$ cat src/hdl/fbpa_pkg.sv
// ----------------------------------------------------------------------------
// fbpa_pkg
// Shared types and constants for the fixed block pool allocator: request and
// result payloads, operation and status codes, register map.
// ----------------------------------------------------------------------------
package fbpa_pkg;

  // Field widths fixed by the interface
  localparam int ADDR_W     = 20;
  localparam int REQ_W      = 13;
  localparam int LOG2_W     = 4;
  localparam int COUNT_W    = 6;
  localparam int REG_POOLS  = 4;
  localparam int APB_ADDR_W = 5;
  localparam int APB_DATA_W = 32;

  // Reset values of the pool registers
  localparam logic [LOG2_W-1:0]  POOL0_LOG2_RST  = 4'd2;
  localparam logic [COUNT_W-1:0] POOL0_COUNT_RST = 6'd32;

  typedef enum logic {
    OP_ALLOC = 1'b0,
    OP_FREE  = 1'b1
  } op_t;

  typedef enum logic [1:0] {
    STATUS_GRANTED   = 2'd0,
    STATUS_NO_BLOCK  = 2'd1,
    STATUS_FREED     = 2'd2,
    STATUS_NOT_FOUND = 2'd3
  } status_t;

  // Register indexes (byte address is 4 * index)
  typedef enum logic [2:0] {
    REG_POOL0_SIZE_LOG2   = 3'd0,
    REG_POOL0_BLOCK_COUNT = 3'd1,
    REG_POOL1_SIZE_LOG2   = 3'd2,
    REG_POOL1_BLOCK_COUNT = 3'd3,
    REG_POOL2_SIZE_LOG2   = 3'd4,
    REG_POOL2_BLOCK_COUNT = 3'd5,
    REG_POOL3_SIZE_LOG2   = 3'd6,
    REG_POOL3_BLOCK_COUNT = 3'd7
  } reg_idx_t;

  typedef struct packed {
    op_t               operation;
    logic [REQ_W-1:0]  request_size;
    logic [ADDR_W-1:0] release_address;
  } fbpa_in_t;

  typedef struct packed {
    status_t           status;
    logic [ADDR_W-1:0] block_address;
  } fbpa_out_t;

  // Pool configuration as seen by the datapath
  typedef struct packed {
    logic [REG_POOLS-1:0][LOG2_W-1:0]  size_log2;
    logic [REG_POOLS-1:0][COUNT_W-1:0] block_count;
  } fbpa_cfg_t;

  // Register contents after reset: pool 0 only, all others empty
  localparam fbpa_cfg_t CFG_RST = '{
    size_log2:   {{((REG_POOLS-1)*LOG2_W){1'b0}}, POOL0_LOG2_RST},
    block_count: {{((REG_POOLS-1)*COUNT_W){1'b0}}, POOL0_COUNT_RST}
  };

endpackage

$ cat src/hdl/fbpa_core.sv
// ----------------------------------------------------------------------------
// fbpa_core
// Single-pass allocate/free datapath: pool bases, size fit, lowest free block
// search, block-start match, and the next value of the used bits.
// ----------------------------------------------------------------------------
module fbpa_core import fbpa_pkg::*; #(
  parameter int POOLS         = 4,
  parameter int SLOTS         = 32,
  parameter int MAX_SIZE_LOG2 = 12
) (
  input  fbpa_cfg_t                     cfg,
  input  fbpa_in_t                      req,
  input  logic [POOLS-1:0][SLOTS-1:0]   used,
  output logic [POOLS-1:0][SLOTS-1:0]   used_nxt,
  output fbpa_out_t                     result
);

  localparam int SW  = (SLOTS > 1) ? $clog2(SLOTS) : 1;
  localparam int CW  = $clog2(SLOTS + 1);
  localparam int LW  = $clog2(MAX_SIZE_LOG2 + 1);
  localparam int PW  = (POOLS > 1) ? $clog2(POOLS) : 1;
  localparam int SZW = (MAX_SIZE_LOG2 + 1 > REQ_W) ? MAX_SIZE_LOG2 + 1 : REQ_W;

  logic [LW-1:0]     eff_log2  [POOLS];
  logic [CW-1:0]     eff_cnt   [POOLS];
  logic [ADDR_W-1:0] base      [POOLS];
  logic [SLOTS-1:0]  free_bits [POOLS];
  logic [SLOTS-1:0]  low_bit   [POOLS];
  logic [SW-1:0]     low_idx   [POOLS];
  logic [ADDR_W-1:0] rel_off   [POOLS];
  logic [ADDR_W-1:0] rel_idx   [POOLS];
  logic [POOLS-1:0]  fits;
  logic [POOLS-1:0]  has_free;
  logic [POOLS-1:0]  hit;
  logic              granted;
  logic [PW-1:0]     sel;
  logic [ADDR_W-1:0] grant_addr;

  // Clamp the pool registers and lay the pools back to back
  always_comb begin
    for (int p = 0; p < POOLS; p++) begin
      if (int'(cfg.size_log2[p]) > MAX_SIZE_LOG2) eff_log2[p] = LW'(MAX_SIZE_LOG2);
      else eff_log2[p] = LW'(cfg.size_log2[p]);
      if (int'(cfg.block_count[p]) > SLOTS) eff_cnt[p] = CW'(SLOTS);
      else eff_cnt[p] = CW'(cfg.block_count[p]);
    end
    base[0] = '0;
    for (int p = 1; p < POOLS; p++) begin
      base[p] = base[p-1] + (ADDR_W'(eff_cnt[p-1]) << eff_log2[p-1]);
    end
  end

  // Per pool: size fit, lowest free block, block-start match
  always_comb begin
    for (int p = 0; p < POOLS; p++) begin
      for (int j = 0; j < SLOTS; j++) begin
        free_bits[p][j] = ~used[p][j] && (j < int'(eff_cnt[p]));
      end
      low_bit[p]  = free_bits[p] & (~free_bits[p] + SLOTS'(1));
      low_idx[p]  = '0;
      for (int j = 0; j < SLOTS; j++) begin
        if (low_bit[p][j]) low_idx[p] = low_idx[p] | SW'(j);
      end
      has_free[p] = |free_bits[p];
      fits[p]     = (SZW'(1) << eff_log2[p]) >= SZW'(req.request_size);

      rel_off[p]  = req.release_address - base[p];
      rel_idx[p]  = rel_off[p] >> eff_log2[p];
      hit[p]      = ((rel_off[p] & ((ADDR_W'(1) << eff_log2[p]) - ADDR_W'(1))) == '0)
                    && (rel_idx[p] < ADDR_W'(eff_cnt[p]));
    end
  end

  // Take the first pool in order that fits and has a free block
  always_comb begin
    granted = 1'b0;
    sel     = '0;
    for (int p = 0; p < POOLS; p++) begin
      if (!granted && fits[p] && has_free[p]) begin
        granted = 1'b1;
        sel     = PW'(p);
      end
    end
    grant_addr = base[sel] + (ADDR_W'(low_idx[sel]) << eff_log2[sel]);
  end

  // Build the result and the next used bits
  always_comb begin
    used_nxt = used;
    result   = '{status: STATUS_NO_BLOCK, block_address: '0};
    if (req.operation == OP_ALLOC) begin
      if (granted) begin
        used_nxt[sel]        = used[sel] | low_bit[sel];
        result.status        = STATUS_GRANTED;
        result.block_address = grant_addr;
      end
    end else begin
      for (int p = 0; p < POOLS; p++) begin
        if (hit[p]) used_nxt[p][rel_idx[p][SW-1:0]] = 1'b0;
      end
      result.status = (|hit) ? STATUS_FREED : STATUS_NOT_FOUND;
    end
  end

endmodule

$ cat src/hdl/fixed_block_pool_allocator_core.sv
// ----------------------------------------------------------------------------
// fixed_block_pool_allocator_core
// Fixed-size block pool allocator with an APB register port for the pool
// geometry and valid/stall request and result channels.
// ----------------------------------------------------------------------------
// Accepts one allocate or free request per clock and returns one result per
// request, in order. A request is registered on acceptance, evaluated against
// the used bits in a single combinational pass, and its result lands in the
// output register at the next edge unless a stalled result still holds it,
// raising out_valid; the used bits are updated on that same edge, which lets
// the next request follow immediately. Throughput is one request per cycle
// until out_stall backs up. The used bits clear at reset; pool registers
// should only be written while no request is in flight.
module fixed_block_pool_allocator_core import fbpa_pkg::*; #(
  parameter int POOLS         = 4,
  parameter int SLOTS         = 32,
  parameter int MAX_SIZE_LOG2 = 12
) (
  input  logic                  clk,
  input  logic                  rst_n,
  // request channel
  input  logic                  in_valid,
  output logic                  in_stall,
  input  fbpa_in_t              in_data,
  // result channel
  output logic                  out_valid,
  input  logic                  out_stall,
  output fbpa_out_t             out_data,
  // register port
  input  logic                  psel,
  input  logic                  penable,
  input  logic                  pwrite,
  input  logic [APB_ADDR_W-1:0] paddr,
  input  logic [APB_DATA_W-1:0] pwdata,
  output logic [APB_DATA_W-1:0] prdata,
  output logic                  pready
);

  fbpa_cfg_t                   cfg_r;
  logic                        s1_valid_r;
  fbpa_in_t                    s1_data_r;
  logic                        out_valid_r;
  fbpa_out_t                   out_data_r;
  logic [POOLS-1:0][SLOTS-1:0] used_r;
  logic [POOLS-1:0][SLOTS-1:0] used_nxt;
  fbpa_out_t                   result;
  logic                        in_acc;
  logic                        adv;
  logic                        cfg_wr;
  reg_idx_t                    reg_idx;

  // Register port
  assign pready  = 1'b1;
  assign cfg_wr  = psel && penable && pwrite;
  assign reg_idx = reg_idx_t'(paddr[4:2]);

  always_ff @(posedge clk) begin
    if (!rst_n) begin
      cfg_r <= CFG_RST;
    end else if (cfg_wr) begin
      case (reg_idx)
        REG_POOL0_SIZE_LOG2:   cfg_r.size_log2[0]   <= pwdata[LOG2_W-1:0];
        REG_POOL0_BLOCK_COUNT: cfg_r.block_count[0] <= pwdata[COUNT_W-1:0];
        REG_POOL1_SIZE_LOG2:   cfg_r.size_log2[1]   <= pwdata[LOG2_W-1:0];
        REG_POOL1_BLOCK_COUNT: cfg_r.block_count[1] <= pwdata[COUNT_W-1:0];
        REG_POOL2_SIZE_LOG2:   cfg_r.size_log2[2]   <= pwdata[LOG2_W-1:0];
        REG_POOL2_BLOCK_COUNT: cfg_r.block_count[2] <= pwdata[COUNT_W-1:0];
        REG_POOL3_SIZE_LOG2:   cfg_r.size_log2[3]   <= pwdata[LOG2_W-1:0];
        REG_POOL3_BLOCK_COUNT: cfg_r.block_count[3] <= pwdata[COUNT_W-1:0];
        default: ;
      endcase
    end
  end

  // Read back the addressed register
  always_comb begin
    case (reg_idx)
      REG_POOL0_SIZE_LOG2:   prdata = APB_DATA_W'(cfg_r.size_log2[0]);
      REG_POOL0_BLOCK_COUNT: prdata = APB_DATA_W'(cfg_r.block_count[0]);
      REG_POOL1_SIZE_LOG2:   prdata = APB_DATA_W'(cfg_r.size_log2[1]);
      REG_POOL1_BLOCK_COUNT: prdata = APB_DATA_W'(cfg_r.block_count[1]);
      REG_POOL2_SIZE_LOG2:   prdata = APB_DATA_W'(cfg_r.size_log2[2]);
      REG_POOL2_BLOCK_COUNT: prdata = APB_DATA_W'(cfg_r.block_count[2]);
      REG_POOL3_SIZE_LOG2:   prdata = APB_DATA_W'(cfg_r.size_log2[3]);
      REG_POOL3_BLOCK_COUNT: prdata = APB_DATA_W'(cfg_r.block_count[3]);
      default:               prdata = '0;
    endcase
  end

  // Flow control: advance the held request when the output register frees up
  assign adv      = s1_valid_r && (!out_valid_r || !out_stall);
  assign in_stall = s1_valid_r && out_valid_r && out_stall;
  assign in_acc   = in_valid && !in_stall;

  // Input register
  always_ff @(posedge clk) begin
    if (!rst_n) begin
      s1_valid_r <= 1'b0;
    end else if (in_acc) begin
      s1_valid_r <= 1'b1;
    end else if (adv) begin
      s1_valid_r <= 1'b0;
    end
  end

  always_ff @(posedge clk) begin
    if (in_acc) begin
      s1_data_r <= in_data;
    end
  end

  fbpa_core #(
    .POOLS         (POOLS),
    .SLOTS         (SLOTS),
    .MAX_SIZE_LOG2 (MAX_SIZE_LOG2)
  ) u_core (
    .cfg      (cfg_r),
    .req      (s1_data_r),
    .used     (used_r),
    .used_nxt (used_nxt),
    .result   (result)
  );

  // Used bits: commit on advance
  always_ff @(posedge clk) begin
    if (!rst_n) begin
      used_r <= '0;
    end else if (adv) begin
      used_r <= used_nxt;
    end
  end

  // Output register: hold while stalled
  always_ff @(posedge clk) begin
    if (!rst_n) begin
      out_valid_r <= 1'b0;
    end else begin
      out_valid_r <= adv || (out_valid_r && out_stall);
    end
  end

  always_ff @(posedge clk) begin
    if (adv) begin
      out_data_r <= result;
    end
  end

  assign out_valid = out_valid_r;
  assign out_data  = out_data_r;

endmodule

$ cat config.mk
export PLATFORM = sky130hd
export DESIGN_NAME = fixed_block_pool_allocator_core
export DESIGN_NICKNAME = d
export VERILOG_FILES = /design/src/hdl/fbpa_pkg.sv /design/src/hdl/fbpa_core.sv /design/src/hdl/fixed_block_pool_allocator_core.sv
export SDC_FILE = /design/constraint.sdc
export NUM_CORES = 2
export LEC_CHECK = 0
export ABC_AREA = 1
export BUFFER_PORTS_ARGS = -buffer_cell sky130_fd_sc_hd__buf_2
export CORE_MARGIN = 3
export CORE_UTILIZATION = 33
export CTS_CLUSTER_DIAMETER = 100
export DETAILED_ROUTE_END_ITERATION = 6
export PLACE_DENSITY = 0.5
export SYNTH_ARGS = -nofsm -noshare
export SYNTH_HDL_FRONTEND = slang
export SYNTH_SLANG_ARGS = --single-unit
$ cat constraint.sdc
create_clock -name clk -period 13.35 [get_ports clk]
set_input_delay 2.67 -clock clk [delete_from_list [all_inputs] [get_ports clk]]
set_output_delay 2.67 -clock clk [all_outputs]
set_load 0.005 [all_outputs]
==> impl_summary.md <==
Timing
The max-slew violation count is 0. The final count of negative-setup-slack endpoints is 0. The clock period could shrink to 11340 ps.

Summed over all failing endpoints, the final setup total negative slack is 0 ps. The worst path meets setup with 2010 ps of slack. The count of final hold-check violations is 0. The maximum frequency from static timing analysis is 88.2 MHz. The worst max-slew margin expressed relative to the limit is 14.9%. Final hold analysis gives a worst-case slack of 483 ps. Setup repair after global routing left no endpoint under its margin. The post-route clock period utilization is 85.0%. For the final database, setup skew stands at 42.9 ps. The actual slew at the worst max-slew pin is 1280 ps.

Synth
In this run the mean area of a mapped cell was 5.56 um^2. The area share of fa/ha/maj cells after synthesis is 7.64%. The flip-flop and latch count after synthesis is 226. The share of synthesized registers carrying an async set or reset is 0%.

Summing the areas of all compound-gate instances in the mapped netlist gives 15.3% of the synthesized area. The number of distinct standard cells referenced by the synthesized netlist is 73. The synthesized netlist devotes 1.63% of its cell area to XOR and XNOR gates. For this run, the number of Yosys warnings is 0. The portion of synthesized area spent on multiplexers is 0.184%. In the synthesized netlist, the number of instances is 5879. The largest family of logic cells by synthesized area is simple AND/OR/NAND/NOR gates. The cell area that synthesis handed to floorplanning was 32700 um^2. In the synthesized netlist the dominant register cell turns out to be dfxtp_1.

Yosys mapped a number of flops with a built-in enable equal to 56. Of the synthesized area, sequential elements account for 15.6%. The synthesized netlist devotes 48.3% of its cell area to simple gates.

Global routing
The number of antenna violations at the first check in global routing is 12. The global-route usage over all layers is 32.3%. Entering global routing, the biggest net connects 73 pins. The number of global-route vias before repair was 36300. The first-pass GRT wire length is 248000 um.

The remaining global-route overflow is 0.

Worst setup path
The critical path in this run is classified as reg2reg. Data on the critical path is required at its endpoint by 13910 ps. STA classifies the critical path endpoint as a flip-flop.

The maximum fanout along the worst path is 24. The critical path data arrival time is 11900 ps. The largest individual stage delay along the critical path comes from the cell dfxtp_1. By instance count, the cell type seen most on the critical path is nand2_1. For this run, the slowest stage of the critical path takes 870 ps. The worst setup path is launched from a flip-flop.

Pwr
The part of the power in combinational logic is 34.6%. The total net switching power is 0.00102 W. The power density normalized to cell area is 69.1 nW/um^2. The clock network is responsible for 34.4% of the overall power. The internal power of the cells totals 0.00140 W. The largest vdd supply drop is 0.121 mV.

The fraction of power spent switching nets is 42.1%. Summed over all cells, the static leakage comes to 17.0 nW. Registers are responsible for 31.0% of the overall power. The completed layout was analyzed and its total power is 0.00241 W.

Route
The per-cell via count in the routed design is 5.75. In the routed design, unresolved DRC markers number 1. The count of nets left with antenna violations once routing finished came out at 0. In the final routed layout, each cell accounts on average for 24.4 um. The total via count after detailed routing is 41000. After detailed routing, the total wire length is 174000 um.

The first routing iteration left 5555 violations. Before antenna repair, the detailed router went through 7 iterations.

Die
The core region is 97400 um^2. The I/O pin count is 135. The die covers 103000 um^2.

In this run the core area contains 114 standard-cell rows. The die span in x is 321 um. The initial utilization of the core area, before any placement, comes to 33.6%. In this run the vertical extent of the chip is 321 um.

Outcome
The flow ran to the end, but the final reports show violations. The final reports fail on design-rule violations.

Clock network
The post-cts sizing count is 0. For the worst-skew pair, the clock arrives at the later sink with an insertion delay of 680 ps. After clock tree synthesis, the setup repair step added 0 buffers. The total of hold buffers inserted after clock tree synthesis is 0.

In this run, CTS created clock tree buffers numbering 30. The cell sitting at the root of the clock tree is a clkbuf_16. In this run the number of H-tree levels came out at 1. The number of buffers on the longest clock path is 3. Counting every sink on the clock net gives 226.

The clock tree from TritonCTS is yes. Clock-pin slew was measured on the worst setup and hold paths at 60 ps.

Job
The count of max-cap constraint violations is 0.

Finish
The layout overhead on the synthesized area is 6.77%. The core utilization of the finished layout is 35.8%. The fraction of layout cells with a size suffix above 1 is 5.93%.

At the end of the flow, the number of nets in the layout was 6100.

Place
The number of port buffers is 79. The worst setup timing slack at the placement stage is 2470 ps. The final weighted congestion in routability-driven placement is 1.05.

The HPWL after detailed placement is 140000 um.

Min path
The tightest min-delay check is of the reg2reg type.
## logic make-up (layout without fill, tap and decap cells)
kind of cell	after synthesis	count (layout)
AOI/OAI and AO/OA	892	892
xor gates and xnor gates	61	61
adders and majority gates	196	196
buffers and inverters	905	845
DFF	226	226
muxes	6	6
other	2	38
and+or+nand+nor	3591	3591
## path summary, 6_finish.rpt
check	startpoint	endpoint	slack, ps	cells after the start
setup / recovery	cfg_r[26]$_SDFFE_PN0P_	used_r[105]$_SDFFE_PN0P_	2010	60
hold reg to reg	used_r[36]$_SDFFE_PN0P_	used_r[36]$_SDFFE_PN0P_	480	2
hold / removal	used_r[36]$_SDFFE_PN0P_	used_r[36]$_SDFFE_PN0P_	480	2
setup reg to reg	cfg_r[26]$_SDFFE_PN0P_	used_r[105]$_SDFFE_PN0P_	2010	60
## synthesized netlist by cell type, drive strengths merged, types with 39 or more instances
cell type  number  share of area, %
nor2          771               9.5
nand4         150               2.9
ha            190               7.3
nand2        1640                19
nand3b         40              0.93
o21ai         296               4.6
a21oi         399               6.3
inv           663               7.6
edfxtp         56               5.1
buf           149               2.7
dfxtp         170                10
o22ai          47              0.90
clkbuf         86              0.99
nand3         863                13
xor2           43               1.2
nor3           53              0.81
or2            39              0.75
a31oi          39              0.75
## layout make-up
cell class	instances	area, um^2
Tap cell	1276	1600
Antenna cell	5	12.5
Fill cell	11200	62500
Sequential cell	226	5080
Inverter	670	2530
Clock buffer	43	810
Clock inverter	13	155
Multi-Input combinational cell	4779	24000
Timing Repair Buffer	119	696
## cells in the final DEF (no fill, tap or decap), types with 11 or more instances in the layout
master | netlist | layout
a221oi_1 | 18 | 18
a21oi_2 | 11 | 11
nor2_2 | 21 | 21
conb_1 | 2 | 33
clkbuf_16 | 0 | 30
nand3_1 | 849 | 849
a22oi_1 | 12 | 12
nand2_2 | 38 | 38
buf_2 | 83 | 79
ha_1 | 190 | 190
or2_2 | 31 | 31
edfxtp_1 | 56 | 56
inv_2 | 27 | 28
a31oi_1 | 39 | 39
nand2_1 | 1596 | 1596
inv_1 | 634 | 632
o21ai_0 | 254 | 254
o22ai_1 | 47 | 47
nand4_1 | 150 | 150
xor2_1 | 43 | 43
nand3b_1 | 39 | 39
nor2_4 | 16 | 18
dfxtp_1 | 170 | 170
xnor2_1 | 18 | 18
o21ai_1 | 39 | 39
a21oi_1 | 387 | 386
nand3_2 | 11 | 11
nor2_1 | 732 | 730
nor3_1 | 53 | 53
o211ai_1 | 21 | 21
clkbuf_1 | 86 | 12
buf_4 | 37 | 40
nor4_1 | 14 | 14
## registers in the layout (all words and copies together), names as in the netlist
register and cells:
out_valid 1, s1_data_r 34, out_data 22, s1_valid_r 1, used_r 128, cfg_r 40
## layer usage
layer  wire length, um  global-route usage (%)
met5                10                       0
met3             19500                    7.18
met4              6720                    11.2
met2             68800                    45.6
met1             79000                    47.6
## per-stage QoR
stage / area (um^2) / instances
after floorplan: 32800 / 5910
after global placement: 33900 / 7070
after detailed placement: 33900 / 7070
after CTS: 34900 / 7126
after global routing: 34900 / 7126
final: 34900 / 7131
## power groups by stage
stage / Combinational, W / Sequential (W) / Clock [W]
after floorplan: 0.000548 / 0.000746 / 0
after global placement: 0.000804 / 0.000760 / 0
after detailed placement: 0.000804 / 0.000760 / 0
after CTS: 0.000807 / 0.000745 / 0.000845
after global routing: 0.000906 / 0.000747 / 0.000866
final: 0.000835 / 0.000747 / 0.000830
## critical path: cells and delay by family, from the launching register on
family                   cells  cell delay [ps]
AND/OR/NAND/NOR             32             3980
adder cells (fa/ha/maj)      4             1320
buffers and inverters       10             1560
AO/OA/AOI/OAI               12             2740
XOR/XNOR                     2              690
flip-flops                   1              870
No activity file was read; power rests on OpenSTA's default activity.
